[config.mk]
export PLATFORM = sky130hd
export DESIGN_NAME = paged_shelf_region_allocator
export DESIGN_NICKNAME = d
export VERILOG_FILES = /design/src/hw/rtl/psra_pkg.sv /design/src/hw/rtl/psra_alu.sv /design/src/hw/rtl/psra_page_mem.sv /design/src/hw/rtl/psra_seq.sv /design/src/hw/rtl/paged_shelf_region_allocator.sv
export VERILOG_INCLUDE_DIRS = /design/src /design/src/hw/rtl
export SDC_FILE = /design/constraint.sdc
export NUM_CORES = 1
export LEC_CHECK = 0
export ABC_AREA = 1
export BUFFER_PORTS_ARGS = -buffer_cell sky130_fd_sc_hd__buf_4
export CORE_MARGIN = 4
export CORE_UTILIZATION = 56
export DETAILED_ROUTE_END_ITERATION = 8
export HOLD_SLACK_MARGIN = 0.06
export PLACE_DENSITY = 0.76
export SLEW_MARGIN = 15
export SYNTH_ARGS = -nofsm -noshare
export SYNTH_HDL_FRONTEND = slang
export SYNTH_SLANG_ARGS = --single-unit
[constraint.sdc]
create_clock -name clk -period 4.8 [get_ports clk]
set_input_delay 0.24 -clock clk [delete_from_list [all_inputs] [get_ports clk]]
set_output_delay 0.24 -clock clk [all_outputs]
set_load 0.01 [all_outputs]
[src/hw/rtl/paged_shelf_region_allocator_macros.svh]
// assertion helpers for the shelf allocator
`ifndef PAGED_SHELF_REGION_ALLOCATOR_MACROS_SVH
`define PAGED_SHELF_REGION_ALLOCATOR_MACROS_SVH

// same-cycle implication
`define PSRA_ASSERT_IMPL(label, clk, rst, ante, cons, msg) \
  label: assert property (@(posedge clk) disable iff (rst) (ante) |-> (cons)) \
    else $error(msg);

// next-cycle implication
`define PSRA_ASSERT_NEXT(label, clk, rst, ante, cons, msg) \
  label: assert property (@(posedge clk) disable iff (rst) (ante) |=> (cons)) \
    else $error(msg);

`endif

[src/hw/rtl/psra_pkg.sv]
`timescale 1ns / 1ps
`default_nettype none

package psra_pkg;

  localparam int MAX_PAGES_DEF = 8;
  localparam int DIM_W = 15;
  localparam int POS_W = 14;
  localparam int CY_W = 17;
  localparam int SUM_W = 18;

  localparam logic [DIM_W-1:0] SIDE_RESET = 15'd8192;
  localparam logic [DIM_W-1:0] SIDE_LIMIT = 15'd16384;
  localparam logic PAD = 1'b1;

  localparam logic MODE_ALLOC = 1'b0;
  localparam logic MODE_RELEASE = 1'b1;

  typedef struct packed {
    logic             mode;
    logic [DIM_W-1:0] rect_width;
    logic [DIM_W-1:0] rect_height;
  } req_t;

  typedef struct packed {
    logic             ok;
    logic [2:0]       page_index;
    logic [POS_W-1:0] x_pos;
    logic [POS_W-1:0] y_pos;
    logic [3:0]       pages_open;
  } rsp_t;

  typedef struct packed {
    logic [DIM_W-1:0] cx;
    logic [DIM_W-1:0] cy;
    logic [DIM_W-1:0] rh;
  } page_rec_t;

  typedef struct packed {
    logic      en;
    page_rec_t rec;
  } mem_wr_t;

  typedef struct packed {
    logic [CY_W-1:0]  a;
    logic [DIM_W-1:0] b;
    logic             cin;
  } alu_req_t;

  typedef struct packed {
    logic [SUM_W-1:0] sum;
    logic             gt;
  } alu_rsp_t;

  typedef enum logic [3:0] {
    ST_IDLE,
    ST_READ,
    ST_LOAD,
    ST_CHK_X,
    ST_WRAP,
    ST_CHK_Y,
    ST_ADV,
    ST_NEXT,
    ST_OPEN,
    ST_RESP
  } state_t;

endpackage

`default_nettype wire

[src/hw/rtl/psra_alu.sv]
`timescale 1ns / 1ps
`default_nettype none

module psra_alu (
  input  psra_pkg::alu_req_t        req,
  input  logic [psra_pkg::DIM_W-1:0] side,
  output psra_pkg::alu_rsp_t        rsp
);
  import psra_pkg::*;

  logic [SUM_W-1:0] sum;

  // shared adder with compare against the page side
  assign sum = SUM_W'(req.a) + SUM_W'(req.b) + SUM_W'(req.cin);
  assign rsp.sum = sum;
  assign rsp.gt = sum > SUM_W'(side);

endmodule

`default_nettype wire

[src/hw/rtl/psra_page_mem.sv]
`timescale 1ns / 1ps
`default_nettype none

module psra_page_mem #(
  parameter int MAX_PAGES = psra_pkg::MAX_PAGES_DEF,
  localparam int PW = (MAX_PAGES > 1) ? $clog2(MAX_PAGES) : 1
) (
  input  logic                clk,
  input  psra_pkg::mem_wr_t   wr,
  input  logic [PW-1:0]       wr_addr,
  input  logic                rd_en,
  input  logic [PW-1:0]       rd_addr,
  output psra_pkg::page_rec_t rd_data
);
  import psra_pkg::*;

  page_rec_t mem [MAX_PAGES];

  always_ff @(posedge clk) begin
    if (wr.en) begin
      mem[wr_addr] <= wr.rec;
    end
  end

  always_ff @(posedge clk) begin
    if (rd_en) begin
      rd_data <= mem[rd_addr];
    end
  end

endmodule

`default_nettype wire

[src/hw/rtl/psra_seq.sv]
`timescale 1ns / 1ps
`default_nettype none

`include "paged_shelf_region_allocator_macros.svh"

module psra_seq #(
  parameter int MAX_PAGES = psra_pkg::MAX_PAGES_DEF,
  localparam int PW = (MAX_PAGES > 1) ? $clog2(MAX_PAGES) : 1,
  localparam int CW = $clog2(MAX_PAGES + 1)
) (
  input  logic                       clk,
  input  logic                       rst,
  input  logic [psra_pkg::DIM_W-1:0] side,
  input  logic                       req_valid,
  output logic                       req_stall,
  input  psra_pkg::req_t             req,
  output logic                       rsp_valid,
  input  logic                       rsp_stall,
  output psra_pkg::rsp_t             rsp,
  output psra_pkg::alu_req_t         alu_req,
  input  psra_pkg::alu_rsp_t         alu_rsp,
  output psra_pkg::mem_wr_t          wr,
  output logic [PW-1:0]              wr_addr,
  output logic                       rd_en,
  output logic [PW-1:0]              rd_addr,
  input  psra_pkg::page_rec_t        rd_data
);
  import psra_pkg::*;

  state_t state;
  state_t state_next;

  logic [DIM_W-1:0] w;
  logic [DIM_W-1:0] h;
  logic [DIM_W-1:0] cx;
  logic [CY_W-1:0]  cy;
  logic [DIM_W-1:0] rh;
  logic [PW-1:0]    p;
  logic [CW-1:0]    pages_used;

  logic             accept;
  logic             size_ok;
  logic             more_pages;
  logic             can_open;
  logic [PW+2:0]    pg_ext;
  logic [CW+3:0]    cnt_ext;
  logic [2:0]       pg_idx;
  logic [3:0]       open_cnt;

  assign accept = req_valid && !req_stall;
  assign size_ok = (req.rect_width != '0) && (req.rect_height != '0) &&
                   (req.rect_width <= side) && (req.rect_height <= side);
  assign more_pages = (CW'(p) + CW'(1)) < pages_used;
  assign can_open = pages_used < CW'(MAX_PAGES);

  assign pg_ext = {3'b000, p};
  assign cnt_ext = {4'b0000, pages_used};
  assign pg_idx = pg_ext[2:0];
  assign open_cnt = cnt_ext[3:0];

  always_ff @(posedge clk) begin
    if (rst) begin
      state <= ST_IDLE;
    end else begin
      state <= state_next;
    end
  end

  always_comb begin
    state_next = state;
    case (state)
      ST_IDLE: begin
        if (accept) begin
          if (req.mode == MODE_RELEASE || !size_ok) begin
            state_next = ST_RESP;
          end else if (pages_used == '0) begin
            state_next = ST_OPEN;
          end else begin
            state_next = ST_READ;
          end
        end
      end
      ST_READ:  state_next = ST_LOAD;
      ST_LOAD:  state_next = ST_CHK_X;
      ST_CHK_X: state_next = alu_rsp.gt ? ST_WRAP : ST_CHK_Y;
      ST_WRAP:  state_next = ST_CHK_Y;
      ST_CHK_Y: state_next = alu_rsp.gt ? ST_NEXT : ST_ADV;
      ST_ADV:   state_next = ST_RESP;
      ST_NEXT: begin
        if (more_pages) begin
          state_next = ST_READ;
        end else if (can_open) begin
          state_next = ST_OPEN;
        end else begin
          state_next = ST_RESP;
        end
      end
      ST_OPEN:  state_next = ST_CHK_X;
      ST_RESP:  state_next = rsp_stall ? ST_RESP : ST_IDLE;
      default:  state_next = ST_IDLE;
    endcase
  end

  always_comb begin
    req_stall = state != ST_IDLE;
    rsp_valid = state == ST_RESP;
    rd_en = state == ST_READ;
    rd_addr = p;
    wr_addr = p;
    wr.en = state == ST_ADV;
    wr.rec.cx = alu_rsp.sum[DIM_W-1:0];
    wr.rec.cy = cy[DIM_W-1:0];
    wr.rec.rh = (h > rh) ? h : rh;
    alu_req.a = CY_W'(cx);
    alu_req.b = w;
    alu_req.cin = 1'b0;
    case (state)
      ST_WRAP: begin
        alu_req.a = cy;
        alu_req.b = rh;
        alu_req.cin = PAD;
      end
      ST_CHK_Y: begin
        alu_req.a = cy;
        alu_req.b = h;
      end
      ST_ADV: begin
        alu_req.cin = PAD;
      end
      default: begin
        alu_req.cin = 1'b0;
      end
    endcase
  end

  always_ff @(posedge clk) begin
    if (rst) begin
      pages_used <= '0;
      p <= '0;
    end else begin
      case (state)
        ST_IDLE: begin
          if (accept) begin
            p <= '0;
            if (req.mode == MODE_RELEASE) begin
              pages_used <= '0;
            end
          end
        end
        ST_NEXT: begin
          if (more_pages) begin
            p <= p + PW'(1);
          end
        end
        ST_OPEN: begin
          p <= pages_used[PW-1:0];
          pages_used <= pages_used + CW'(1);
        end
        default: begin
          p <= p;
        end
      endcase
    end
  end

  always_ff @(posedge clk) begin
    case (state)
      ST_IDLE: begin
        if (accept) begin
          w <= req.rect_width;
          h <= req.rect_height;
          rsp.ok <= req.mode == MODE_RELEASE;
          rsp.page_index <= '0;
          rsp.x_pos <= '0;
          rsp.y_pos <= '0;
          rsp.pages_open <= (req.mode == MODE_RELEASE) ? 4'd0 : open_cnt;
        end
      end
      ST_LOAD: begin
        cx <= rd_data.cx;
        cy <= CY_W'(rd_data.cy);
        rh <= rd_data.rh;
      end
      ST_CHK_X: begin
        if (alu_rsp.gt) begin
          cx <= '0;
        end
      end
      ST_WRAP: begin
        cy <= alu_rsp.sum[CY_W-1:0];
        rh <= '0;
      end
      ST_ADV: begin
        rsp.ok <= 1'b1;
        rsp.page_index <= pg_idx;
        rsp.x_pos <= cx[POS_W-1:0];
        rsp.y_pos <= cy[POS_W-1:0];
        rsp.pages_open <= open_cnt;
      end
      ST_NEXT: begin
        rsp.ok <= 1'b0;
        rsp.page_index <= '0;
        rsp.x_pos <= '0;
        rsp.y_pos <= '0;
        rsp.pages_open <= open_cnt;
      end
      ST_OPEN: begin
        cx <= '0;
        cy <= '0;
        rh <= '0;
      end
      default: begin
        cx <= cx;
      end
    endcase
  end

  `PSRA_ASSERT_IMPL(a_hold_result, clk, rst, rsp_valid, req_stall,
                    "new transaction taken while a result waits")
  `PSRA_ASSERT_NEXT(a_write_then_result, clk, rst, wr.en, rsp_valid && rsp.ok,
                    "page record written without a successful result")
  `PSRA_ASSERT_IMPL(a_write_open_page, clk, rst, wr.en, CW'(wr_addr) < pages_used,
                    "page record written beyond the open pages")
  `PSRA_ASSERT_IMPL(a_count_bound, clk, rst, 1'b1, pages_used <= CW'(MAX_PAGES),
                    "open page count above the page limit")
  `PSRA_ASSERT_NEXT(a_release, clk, rst, accept && req.mode == MODE_RELEASE,
                    rsp_valid && rsp.ok && pages_used == '0,
                    "release did not close all pages")

endmodule

`default_nettype wire

[src/hw/rtl/paged_shelf_region_allocator.sv]
`timescale 1ns / 1ps
`default_nettype none

// Shelf allocator for rectangles on up to MAX_PAGES square pages of side page_side (reset
// 8192, values above 16384 act as 16384). An allocation tries the open pages in order and
// places the rectangle on the first that fits, wrapping to a new row one pixel below the
// tallest item of the current row; failing that it opens a fresh page if one is left.
// One transaction is worked at a time and req_stall stays high until the result is taken.
// A release or a refused size goes from the accept straight to the result. An allocation
// works through each open page it examines with a record read, load, x check, optional
// row wrap, y check, then advance or move on; a page it opens is checked the same way from
// the x check on. The single adder-comparator and the one read port of the page record
// memory serialise these steps. Configuration writes are always accepted; the user must
// make them only while idle, as the block itself does not enforce it.
module paged_shelf_region_allocator #(
  parameter int MAX_PAGES = psra_pkg::MAX_PAGES_DEF
) (
  input  logic                       clk,
  input  logic                       rst,
  input  logic                       cfg_valid,
  output logic                       cfg_ready,
  input  logic [psra_pkg::DIM_W-1:0] cfg_data,
  input  logic                       req_valid,
  output logic                       req_stall,
  input  psra_pkg::req_t             req,
  output logic                       rsp_valid,
  input  logic                       rsp_stall,
  output psra_pkg::rsp_t             rsp
);
  import psra_pkg::*;

  localparam int PW = (MAX_PAGES > 1) ? $clog2(MAX_PAGES) : 1;

  logic [DIM_W-1:0] page_side;
  logic [DIM_W-1:0] side;

  alu_req_t  alu_req;
  alu_rsp_t  alu_rsp;
  mem_wr_t   wr;
  logic [PW-1:0] wr_addr;
  logic          rd_en;
  logic [PW-1:0] rd_addr;
  page_rec_t     rd_data;

  assign cfg_ready = 1'b1;

  always_ff @(posedge clk) begin
    if (rst) begin
      page_side <= SIDE_RESET;
    end else if (cfg_valid && cfg_ready) begin
      page_side <= cfg_data;
    end
  end

  assign side = (page_side > SIDE_LIMIT) ? SIDE_LIMIT : page_side;

  psra_seq #(
    .MAX_PAGES(MAX_PAGES)
  ) u_seq (
    .clk      (clk),
    .rst      (rst),
    .side     (side),
    .req_valid(req_valid),
    .req_stall(req_stall),
    .req      (req),
    .rsp_valid(rsp_valid),
    .rsp_stall(rsp_stall),
    .rsp      (rsp),
    .alu_req  (alu_req),
    .alu_rsp  (alu_rsp),
    .wr       (wr),
    .wr_addr  (wr_addr),
    .rd_en    (rd_en),
    .rd_addr  (rd_addr),
    .rd_data  (rd_data)
  );

  psra_alu u_alu (
    .req (alu_req),
    .side(side),
    .rsp (alu_rsp)
  );

  psra_page_mem #(
    .MAX_PAGES(MAX_PAGES)
  ) u_mem (
    .clk    (clk),
    .wr     (wr),
    .wr_addr(wr_addr),
    .rd_en  (rd_en),
    .rd_addr(rd_addr),
    .rd_data(rd_data)
  );

endmodule

`default_nettype wire

==> impl_metrics.tcl <==
set metrics [dict create \
    crit_required_ns 5.09 \
    synthDominantCellAreaShare 0.6739 \
    critPathCaptureType "flip-flop" \
    globalRouteMet1Util 0.3875 \
    dpl.cell_count 2503 \
    cts_tree "yes" \
    maxCapViolCount 0 \
    slew_headroom 0.1500 \
    fin_nets 2215 \
    rr_endpoint "u_seq.cx[8]$_SDFFCE_PP0P_" \
    hp-start "req_valid" \
    gp_congestion 0.9312 \
    r2r-start "u_seq.state[1]$_SDFFE_PP0P_" \
    fillers 2921 \
    cts_made_buffers 52 \
    synthTopCellsByCount "edfxtp_1, nor2_1, nand2_1, inv_1, o21ai_0" \
    clock_sinks 544 \
    worst_ep_arrival_time_ns 4.73 \
    clk_latency_ns 0.60 \
    die_area_um2 44530 \
    drt_iter0_markers 1881 \
    avgSynthCellArea_um2 12.03 \
    drive_above_1_share 0.1181 \
    start_kind "flip-flop" \
    hold_path_depth 5 \
    grt.overflow.total 0 \
    grt_max_degree 94 \
    wire_per_inst_um 23.84 \
    final_max_slew_viol_count 0 \
    grt_use_met2 0.4531 \
    hold_viol 0 \
    root_buffer "clkbuf_16" \
    synthCells 1919 \
    grt_antenna_before_repair 0 \
    grt-busiest-layer "met2" \
    grt_setup_unrepaired "false" \
    min_period_over_period 0.9253 \
    worst_slew_pin_slew_ns 1.272 \
    p_per_area_nw_per_um2 669.0 \
    fp.dieH_um 211.0 \
    ant_nets 0 \
    fin_crit_ns 4.441 \
    grt_pass1_vias 16000 \
    startpoint "u_seq.state[1]$_SDFFE_PP0P_" \
    synth_edf_count 518 \
    stdcell_count 2657 \
    rows 74 \
    die_w_um 211.0 \
    synth_most_common_cell "edfxtp_1" \
    via_per_inst 6.040 \
    port_buffers 88 \
    hpwl_um 39000 \
    rr_worst_depth 29 \
    hold_path_class "input port to flip-flop" \
    cts_buffer_depth 3 \
    ys_seq_elements 544 \
    leakage_uw 0.009888 \
    vias 16050 \
    fmax_ghz 0.2252 \
    core_area_um2 40830 \
    initial_core_util 0.5653 \
    holdPathEnd "u_seq.state[0]$_SDFFE_PP0P_" \
    outcome "finished clean" \
    path_common_cell "nor2_1" \
    slowest_delay_ns 0.41 \
    wl_um 63340 \
    ys_seq_area_frac 0.6965 \
    drc 0 \
    setup_viol 0 \
    ios 90 \
    cts_max_level 2 \
    peakVddDrop_uv 357.6 \
    crit_slowest_cell "dfxtp_1" \
    critical_path.max_fanout 28 \
    finalSetupTns_ns 0 \
    syn_nets 2048 \
    clk_pin_slew_ns 0.06 \
    synth-async-reset-ratio 0 \
    grt_use_met3 0.05674 \
    yosys.area.top_type "edfxtp_1" \
    first_pass_iters 5 \
    antenna_cells 0 \
    syn-cell-area_um2 23080 \
    track_usage 0.2819 \
    finClkSkew_ns 0.01819 \
    grt_pass1_wl_um 95090 \
    synth_cell_types 49 \
    area_growth_pct 15.81 \
    rrSetupSlack_ns 0.36 \
    ys_warn_count 0 \
    synth_area_leaders "edfxtp_1, nor2_1, ha_1" \
    synth_ff_type "edfxtp_1" \
    critPathKind "flip-flop to flip-flop" \
]
## cell families after synthesis
group           synth area share
xor+xnor                0.004174
buf+inv                  0.03827
flops                     0.6965
fa+ha+maj                0.04293
other cells            0.0001625
compound gates           0.09725
simple gates              0.1207
## power by group
part	total (µW)	internal (µW)	switching [µW]
sequential	7730	7160	577
clock	3770	2050	1730
combinational	6380	1890	4490
## worst max-delay path: cells and delay by family (launching register included)
kind	cells	cell delay [ns]
and+or+nand+nor	16	1.59
adders and majority gates	3	0.92
buffers and inverters	7	0.90
DFF	1	0.41
xor gates and xnor gates	1	0.16
AOI/OAI and AO/OA	2	0.13
## metrics by stage
step           setup slack, ns  total power [µW]  hold slack, ns  cell area [µm²]    util
6_report                0.3585             17880          0.1937            26730  0.6546
5_1_grt                0.02456             18770          0.2360            26730  0.6546
3_5_place_dp            0.1536             13920          0.4452            24550  0.6012
2_1_floorplan         0.001211             11280          0.3091            23080       -
4_1_cts                0.08422             17720          0.1618            26670  0.6531
3_3_place_gp            0.2134             13710          0.4446            24550  0.6012
## state kept, by name, indices dropped and copies added (netlist names)
register,flops
u_mem.mem,360
u_mem.rd_data,45
u_seq.rsp,36
u_seq.cy,17
page_side,15
u_seq.cx,15
u_seq.h,15
u_seq.rh,15
u_seq.w,15
u_seq.open_cnt,4
u_seq.state,4
u_seq.rd_addr,3
## worst max path at each step
stage,to,cells after the start
2_1_floorplan,u_seq.cx[0]$_SDFFCE_PP0P_,27
3_3_place_gp,u_seq.cx[8]$_SDFFCE_PP0P_,28
3_5_place_dp,u_seq.cx[8]$_SDFFCE_PP0P_,25
4_1_cts,u_seq.cx[10]$_SDFFCE_PP0P_,25
5_1_grt,u_seq.cx[14]$_SDFFCE_PP0P_,29
6_report,u_seq.cx[8]$_SDFFCE_PP0P_,29
## final cells by class
type / count / area [µm²] / area share
Timing Repair Buffer: 188 / 1590 / 0.05950
Sequential cell: 544 / 16080 / 0.6016
Inverter: 156 / 588.1 / 0.02200
Tap cell: 532 / 665.6 / 0.02490
Clock buffer: 68 / 1361 / 0.05093
Multi-Input combinational cell: 1144 / 6287 / 0.2352
Clock inverter: 25 / 157.7 / 0.005898
## metal layers
metal  routed length [µm]  share of wire
met1                24370           0.38
met2                30090           0.48
met3                 6433           0.10
met4                 2444          0.039
met5                    0              0
## repair_timing
item                                    4_1_cts  5_1_grt
hold buffers                                 60        0
buffers inserted                              0        1
endpoints found under the hold margin        55        0
resized for setup                             0        8
endpoints found under the setup margin        0       15
## cells in the final DEF, fill, tap and decap left out, types with 3 or more instances in the layout
cell	synthesis	final
ha_1	76	76
clkbuf_1	64	16
nor2_2	4	5
nand2_4	5	5
nand3_2	4	4
nand2_2	7	8
clkinv_2	0	8
nor3_1	12	12
o21bai_1	4	4
nor2_1	342	328
buf_4	1	125
xnor2_1	5	4
nand3_1	45	45
a211oi_1	6	6
clkbuf_16	0	52
nor4_1	7	7
edfxtp_1	518	518
o311ai_0	45	45
clkinv_1	3	13
a21oi_1	106	106
inv_1	150	149
nor2_4	3	16
nand4_1	9	9
a21oi_2	3	3
o21ai_0	149	147
dfxtp_1	26	25
o22ai_1	59	59
xor2_1	6	4
dlygate4sd3_1	0	60
inv_2	3	4
nand2_1	223	222
No activity file was read; power rests on OpenSTA's default activity.
